**config.mk**
```make
export PLATFORM = sky130hd
export DESIGN_NAME = gocc_dp
export DESIGN_NICKNAME = d
export VERILOG_FILES = /design/src/design/gocc_pkg.sv /design/src/design/gocc_ram.sv /design/src/design/gocc_dp.sv
export SDC_FILE = /design/constraint.sdc
export NUM_CORES = 2
export LEC_CHECK = 0
export ABC_CLOCK_PERIOD_IN_PS = 6250
export BUFFER_PORTS_ARGS = -buffer_cell sky130_fd_sc_hd__buf_2
export CORE_MARGIN = 2
export CORE_UTILIZATION = 55
export CTS_BUF_LIST = sky130_fd_sc_hd__clkbuf_4 sky130_fd_sc_hd__clkbuf_8
export DETAILED_ROUTE_END_ITERATION = 8
export GPL_ROUTABILITY_DRIVEN = 0
export MAX_ROUTING_LAYER = met4
export PLACE_DENSITY = 0.73
export SLEW_MARGIN = 10
export SYNTH_ARGS = -nofsm -noshare
export SYNTH_HDL_FRONTEND = slang
export SYNTH_SLANG_ARGS = --single-unit
export TNS_END_PERCENT = 10
```
**constraint.sdc**
```tcl
create_clock -name i_clk -period 6.25 [get_ports i_clk]
set_clock_uncertainty 0.1 [all_clocks]
set_input_delay 0.3125 -clock i_clk [delete_from_list [all_inputs] [get_ports i_clk]]
set_output_delay 0.3125 -clock i_clk [all_outputs]
set_load 0.02 [all_outputs]
```
**src/design/gocc_pkg.sv**
```systemverilog
// Shared types and constants for the grid obstacle collision checker.
// Used by the controller, the datapath and the top level; depends on nothing.
package gocc_pkg;

    localparam int COORD_W    = 16;
    localparam int RADIUS_W   = 12;
    localparam int RSUM_W     = RADIUS_W + 1;
    localparam int COUNT_W    = 7;
    localparam int CFG_IDX_W  = 3;
    localparam int CFG_DATA_W = 16;
    localparam int S_TDATA_W  = 64;
    localparam int M_TDATA_W  = 16;
    localparam int ENTRY_W    = 2 * COORD_W + RADIUS_W;
    localparam int SQ_W       = 2 * COORD_W;
    localparam int RSQ_W      = 2 * RSUM_W;
    localparam int DIST_W     = SQ_W + 1 + 8;

    localparam logic CMD_INSERT = 1'b0;
    localparam logic CMD_QUERY  = 1'b1;

    localparam logic [CFG_IDX_W-1:0] CFG_BOUND_X_LOW  = 3'd0;
    localparam logic [CFG_IDX_W-1:0] CFG_BOUND_Y_LOW  = 3'd1;
    localparam logic [CFG_IDX_W-1:0] CFG_BOUND_Z_LOW  = 3'd2;
    localparam logic [CFG_IDX_W-1:0] CFG_BOUND_X_HIGH = 3'd3;
    localparam logic [CFG_IDX_W-1:0] CFG_BOUND_Y_HIGH = 3'd4;
    localparam logic [CFG_IDX_W-1:0] CFG_BOUND_Z_HIGH = 3'd5;
    localparam logic [CFG_IDX_W-1:0] CFG_ROBOT_RADIUS = 3'd6;

    localparam logic [COORD_W-1:0]  RST_BOUND_X_HIGH = 16'd25;
    localparam logic [COORD_W-1:0]  RST_BOUND_Y_HIGH = 16'd25;
    localparam logic [COORD_W-1:0]  RST_BOUND_Z_HIGH = 16'd10;

    typedef struct packed {
        logic capture;
        logic insert;
        logic scan_clear;
        logic scan_issue;
        logic load_result;
    } t_ctrl_cmd;

    typedef struct packed {
        logic is_query;
        logic count_zero;
        logic scan_last;
        logic pipe_busy;
    } t_ctrl_status;

endpackage

```
**src/design/gocc_ram.sv**
```systemverilog
// Generic single-write, single-read RAM with a registered read port.
// Stands alone; used by the datapath for the obstacle table.
module gocc_ram #(
    parameter int WIDTH = 8,
    parameter int DEPTH = 16,
    localparam int AddrW = (DEPTH > 1) ? $clog2(DEPTH) : 1
) (
    input  logic             i_clk,
    input  logic             i_wr_en,
    input  logic [AddrW-1:0] i_wr_addr,
    input  logic [WIDTH-1:0] i_wr_data,
    input  logic             i_rd_en,
    input  logic [AddrW-1:0] i_rd_addr,
    output logic [WIDTH-1:0] o_rd_data
);

    logic [WIDTH-1:0] r_mem [DEPTH];
    logic [WIDTH-1:0] r_rd_data;

    always_ff @(posedge i_clk) begin
        if (i_wr_en) begin
            r_mem[i_wr_addr] <= i_wr_data;
        end
        if (i_rd_en) begin
            r_rd_data <= r_mem[i_rd_addr];
        end
    end

    assign o_rd_data = r_rd_data;

endmodule

```
**src/design/gocc_dp.sv**
```systemverilog
// Datapath of the collision checker: configuration registers, item register,
// obstacle table, pipelined distance test and result register. Uses gocc_pkg, gocc_ram.
module gocc_dp import gocc_pkg::*; #(
    parameter int MAX_OBSTACLES = 64
) (
    input  logic                  i_clk,
    input  logic                  i_rst_n,
    input  logic                  i_cfg_valid,
    input  logic [CFG_IDX_W-1:0]  i_cfg_index,
    input  logic [CFG_DATA_W-1:0] i_cfg_data,
    input  logic [S_TDATA_W-1:0]  i_s_tdata,
    input  logic                  i_s_tuser,
    output logic [M_TDATA_W-1:0]  o_m_tdata,
    input  t_ctrl_cmd             i_cmd,
    output t_ctrl_status          o_status
);

    localparam int IdxW = (MAX_OBSTACLES > 1) ? $clog2(MAX_OBSTACLES) : 1;
    localparam int CntW = $clog2(MAX_OBSTACLES + 1);

    logic [COORD_W-1:0]  r_bx_lo, r_by_lo, r_bz_lo, r_bx_hi, r_by_hi, r_bz_hi;
    logic [RADIUS_W-1:0] r_robot;

    logic                r_cmd;
    logic [COORD_W-1:0]  r_px, r_py, r_pz;
    logic [RADIUS_W-1:0] r_nr;

    logic [CntW-1:0]     r_count;
    logic [IdxW-1:0]     r_idx;
    logic                r_full;
    logic                r_hit;
    logic                is_full;
    logic                wr_en;

    logic [ENTRY_W-1:0]  rd_data;
    logic [COORD_W-1:0]  ent_x, ent_y;
    logic [RADIUS_W-1:0] ent_r;
    logic signed [COORD_W:0] dx, dy;

    logic                r_v1, r_v2, r_v3;
    logic [COORD_W-1:0]  r_adx, r_ady;
    logic [RSUM_W-1:0]   r_rsum;
    logic [SQ_W-1:0]     r_dx2, r_dy2;
    logic [RSQ_W-1:0]    r_r2;
    logic [SQ_W:0]       dist_sum;
    logic [DIST_W-1:0]   dist_lhs;
    logic                in_reach;
    logic                oob;

    logic                r_res_oob, r_res_hit, r_res_full;
    logic [COUNT_W-1:0]  r_res_count;

    always_ff @(posedge i_clk) begin
        if (!i_rst_n) begin
            r_bx_lo <= '0;
            r_by_lo <= '0;
            r_bz_lo <= '0;
            r_bx_hi <= RST_BOUND_X_HIGH;
            r_by_hi <= RST_BOUND_Y_HIGH;
            r_bz_hi <= RST_BOUND_Z_HIGH;
            r_robot <= '0;
        end else if (i_cfg_valid) begin
            unique case (i_cfg_index)
                CFG_BOUND_X_LOW:  r_bx_lo <= i_cfg_data;
                CFG_BOUND_Y_LOW:  r_by_lo <= i_cfg_data;
                CFG_BOUND_Z_LOW:  r_bz_lo <= i_cfg_data;
                CFG_BOUND_X_HIGH: r_bx_hi <= i_cfg_data;
                CFG_BOUND_Y_HIGH: r_by_hi <= i_cfg_data;
                CFG_BOUND_Z_HIGH: r_bz_hi <= i_cfg_data;
                CFG_ROBOT_RADIUS: r_robot <= i_cfg_data[RADIUS_W-1:0];
                default: begin
                end
            endcase
        end
    end

    always_ff @(posedge i_clk) begin
        if (i_cmd.capture) begin
            r_cmd <= i_s_tuser;
            r_px  <= i_s_tdata[COORD_W-1:0];
            r_py  <= i_s_tdata[2*COORD_W-1:COORD_W];
            r_pz  <= i_s_tdata[3*COORD_W-1:2*COORD_W];
            r_nr  <= i_s_tdata[3*COORD_W+RADIUS_W-1:3*COORD_W];
        end
    end

    assign is_full = (r_count == CntW'(MAX_OBSTACLES));
    assign wr_en   = i_cmd.insert && !is_full;

    always_ff @(posedge i_clk) begin
        if (!i_rst_n) begin
            r_count <= '0;
        end else if (wr_en) begin
            r_count <= r_count + CntW'(1);
        end
    end

    always_ff @(posedge i_clk) begin
        if (i_cmd.insert) begin
            r_full <= is_full;
        end else if (i_cmd.scan_clear) begin
            r_full <= 1'b0;
        end
        if (i_cmd.scan_clear) begin
            r_idx <= '0;
        end else if (i_cmd.scan_issue) begin
            r_idx <= r_idx + IdxW'(1);
        end
    end

    gocc_ram #(
        .WIDTH (ENTRY_W),
        .DEPTH (MAX_OBSTACLES)
    ) u_table (
        .i_clk     (i_clk),
        .i_wr_en   (wr_en),
        .i_wr_addr (r_count[IdxW-1:0]),
        .i_wr_data ({r_nr, r_py, r_px}),
        .i_rd_en   (i_cmd.scan_issue),
        .i_rd_addr (r_idx),
        .o_rd_data (rd_data)
    );

    assign ent_x = rd_data[COORD_W-1:0];
    assign ent_y = rd_data[2*COORD_W-1:COORD_W];
    assign ent_r = rd_data[ENTRY_W-1:2*COORD_W];
    assign dx = $signed({r_px[COORD_W-1], r_px}) - $signed({ent_x[COORD_W-1], ent_x});
    assign dy = $signed({r_py[COORD_W-1], r_py}) - $signed({ent_y[COORD_W-1], ent_y});

    always_ff @(posedge i_clk) begin
        if (!i_rst_n) begin
            r_v1 <= 1'b0;
            r_v2 <= 1'b0;
            r_v3 <= 1'b0;
        end else begin
            r_v1 <= i_cmd.scan_issue;
            r_v2 <= r_v1;
            r_v3 <= r_v2;
        end
    end

    always_ff @(posedge i_clk) begin
        r_adx  <= dx[COORD_W] ? COORD_W'(-dx) : COORD_W'(dx);
        r_ady  <= dy[COORD_W] ? COORD_W'(-dy) : COORD_W'(dy);
        r_rsum <= RSUM_W'(ent_r) + RSUM_W'(r_robot);
        r_dx2  <= r_adx * r_adx;
        r_dy2  <= r_ady * r_ady;
        r_r2   <= r_rsum * r_rsum;
    end

    // Both offsets are scaled by sixteen, so the planar sum carries a factor of 256.
    assign dist_sum = (SQ_W + 1)'(r_dx2) + (SQ_W + 1)'(r_dy2);
    assign dist_lhs = {dist_sum, 8'b0};
    assign in_reach = (dist_lhs <= DIST_W'(r_r2));

    always_ff @(posedge i_clk) begin
        if (i_cmd.scan_clear) begin
            r_hit <= 1'b0;
        end else if (r_v3 && in_reach) begin
            r_hit <= 1'b1;
        end
    end

    assign oob = ($signed(r_px) < $signed(r_bx_lo)) || ($signed(r_px) > $signed(r_bx_hi)) ||
                 ($signed(r_py) < $signed(r_by_lo)) || ($signed(r_py) > $signed(r_by_hi)) ||
                 ($signed(r_pz) < $signed(r_bz_lo)) || ($signed(r_pz) > $signed(r_bz_hi));

    always_ff @(posedge i_clk) begin
        if (i_cmd.load_result) begin
            r_res_oob   <= (r_cmd == CMD_QUERY) && oob;
            r_res_hit   <= (r_cmd == CMD_QUERY) && r_hit;
            r_res_count <= COUNT_W'(r_count);
            r_res_full  <= (r_cmd == CMD_INSERT) && r_full;
        end
    end

    assign o_m_tdata = {{(M_TDATA_W - COUNT_W - 3){1'b0}}, r_res_full, r_res_count,
                        r_res_hit, r_res_oob};

    assign o_status.is_query   = (r_cmd == CMD_QUERY);
    assign o_status.count_zero = (r_count == '0);
    assign o_status.scan_last  = ((CntW'(r_idx) + CntW'(1)) == r_count);
    assign o_status.pipe_busy  = r_v1 || r_v2 || r_v3;

endmodule

```
==> results.md <==
* I/O Buffers at 101
* Yosys reg bits at 3189
* Simple-Gate Fraction of Synth Area at 3.58%
* Die Width at 515 um
* Pre-antenna DRT Iters at 7
* Least-Margin Pin Slew at 1.24 ns
* Commonest non-fill, non-tap cells in the layout: 2932 x edfxtp_1, 909 x mux4_2, 824 x inv_1
* Ys async rst share at 0%
* Period utilization at 98.2%
* Worst Reg2Reg Path Length in Cells at 24
* Core area at 0.259 mm2
* Synth top area share at 61.3%
* Adder-Cell Fraction of Synth Area at 9.96%
* Filler cells at 17.7k
* First-pass GRT wire length at 555000 um
* Synthesized area at 0.144 mm2
* Final setup fails at 0
* Synth-to-Final Area Change at 13.1%
* Finished Layout Cells at 12.7k
* Maximum buffer depth of the clock tree at 4
* Placed insts at 11.6k
* Register area share after synthesis at 64.9%
* Hold Crit Depth at 4
* Max Freq at 163 MHz
* Final WS setup at 0.111 ns
* Post-synth cell types at 83
* RSZ-0062 raised after global routing: yes
* Initial Util at 55.3%
* Post-DP HPWL at 233000 um
* Row count at 187
* # H-tree levels at 5
* Synth Flop Type: edfxtp_1
* DRC at 0
* Top cells by area, synth: edfxtp_1 61%, mux4_2 14%, fa_1 5.9%, ha_1 4.0%, dfxtp_1 3.6%
* Synth Warn # at 0
* Final min period at 6.14 ns
* Drt wl/cell at 30.6 um
* Synthesized area per cell at 17.8 um2
* WP data arrival at 6.97 ns
* Crit path kind: reg -> reg
* Commonest non-fill, non-tap cell in the layout: edfxtp_1
* Tot GR Track Use at 30.4%
* Clk sinks at 3189
* MaxCap Viol Count at 0
* Number of global-route vias before repair at 80.3k
* Pre-CTS setup slack at -0.0714 ns
* Post-synth EDFFs at 2932
* DR vias/cell at 6.26
* Compound-cell area share of the yosys netlist at 2.72%
* Cell count after synthesis at 8067
* Grt ovf at 0
* Boundary Pins at 112
* Post-synthesis mux area share at 14.6%
* Synth area leader: edfxtp_1
* Nets at 9819
* Initial antenna violation count at 26
* Crit start category: flip-flop
* Status: completed
* Xor/xnor share of the synthesized area at 1.18%
* Min-delay worst type: in -> reg
* Crit path max fanout at 5
* Total wire length at 388000 um
* Endpoints failing hold at 0
* Clock root buffer: clkbuf_8
* Setup TNS at 0 ns
* Die area at 0.265 mm2
* Slew Limit Fails at 0
* Vias post-DR at 79.4k
* Clk slew on worst S/H paths at 0.07 ns
* CTS tree: done
* Detailed Route Iter0 Violations at 11.2k
* Relative max-transition margin at 16.4%
* Worst Setup End Kind: flip-flop
* Worst Path Required at 7.08 ns
* Main combinational cell family by area after synthesis: multiplexers
* Pin count of the biggest net entering global routing at 119
* Share of cells above drive strength 1 at 24.8%
* Post-route ant nets at 0
* Clock Latency Late Sink at 1.09 ns
* CTS Buf Count at 487
* Die height at 515 um
## cell usage after synthesis, types with 21 or more instances
library cell	count
a21boi_0	107
ha_1	462
xnor2_1	138
and2_1	125
o21a_1	39
nand3_1	54
inv_1	829
and3_1	25
fa_1	425
a21o_1	85
nor2b_1	41
nand2b_1	27
o21ai_0	79
dfxtp_1	257
mux4_2	909
clkbuf_1	225
nand2_1	496
buf_1	83
nand4_1	27
nor3_1	36
xor2_1	55
mux2i_1	21
a21oi_1	130
edfxtp_1	2932
nor2_1	215
## area by class of cell
class	count	area (um2)	area share, %
Sequential cell	3189	93200	57.5
Multi-Input combinational cell	3724	46600	28.7
Clock buffer	662	8110	5.00
Timing Repair Buffer	609	5330	3.28
Tap cell	3402	4260	2.62
Inverter	829	3120	1.92
Clock inverter	230	1480	0.913
Antenna cell	38	95.1	0.0586
## critical path: stages, from the launching register on
cell      delay, ns
dfxtp_2        0.33
buf_4          0.15
inv_1          0.10
nor2_2         0.06
fa_1           0.48
inv_1          0.06
fa_1           0.52
inv_1          0.05
fa_1           0.48
fa_1           0.51
fa_1           0.52
inv_1          0.05
fa_1           0.47
inv_1          0.04
ha_1           0.28
a21o_1         0.16
a21o_1         0.17
a21o_1         0.18
nand2b_1       0.15
a211oi_2       0.30
o31ai_4        0.12
a31o_4         0.24
a211o_1        0.26
a21oi_2        0.13
xnor2_1        0.12
## state kept, by name, indices dropped and copies added (netlist names), 25 cells and up
register           flops
u_table.r_mem       2816
r_dy2                 31
u_table.o_rd_data     44
r_r2                  25
r_dx2                 31
## path summary, 6_finish.rpt
check | startpoint | slack, ns | to
max | r_ady[3] | 0.11 | r_dy2[31]
min | i_cfg_data[1] | 0.10 | r_by_hi[1]
max reg2reg | r_ady[3] | 0.11 | r_dy2[31]
min reg2reg | r_v1 | 0.36 | r_v2
## repair_timing
action                                  CTS  global route
resized for setup                        11            62
hold buffers                            159             0
setup buffers                             1             5
pin swaps                                 4            32
endpoints found under the hold margin   228             0
endpoints found under the setup margin    9            20
## cell families (layout without fill, tap and decap cells)
family / count (synthesis) / in the layout
DFF: 3189 / 3189
buffers and inverters: 1159 / 2330
and+or+nand+nor: 1113 / 1113
muxes: 949 / 949
adders and majority gates: 887 / 887
AOI/OAI and AO/OA: 576 / 576
xor gates and xnor gates: 193 / 193
other: 1 / 44
## per-layer routing
layer | part of all wire [%] | GRT usage (%) | vias to the layer above
met4 | 4.7 | 13.2 | 0
met2 | 47 | 46.1 | 5014
met3 | 12 | 6.94 | 849
li1 | - | - | 32300
met1 | 36 | 39.9 | 41200
met5 | 0 | - | -
## per-stage QoR
stage / utilization, % / hold WS, ns / area (um2)
after floorplan: - / 0.254 / 144000
final: 62.5 / 0.102 / 162000
after detailed placement: 58.1 / 0.339 / 151000
after global placement: 58.1 / 0.341 / 151000
after CTS: 62.4 / 0.0327 / 162000
after global routing: 62.5 / 0.0634 / 162000
Power is left out: the tool's default activity adds up to more than one toggle a clock period on the data nets, which glitch-free logic cannot reach.
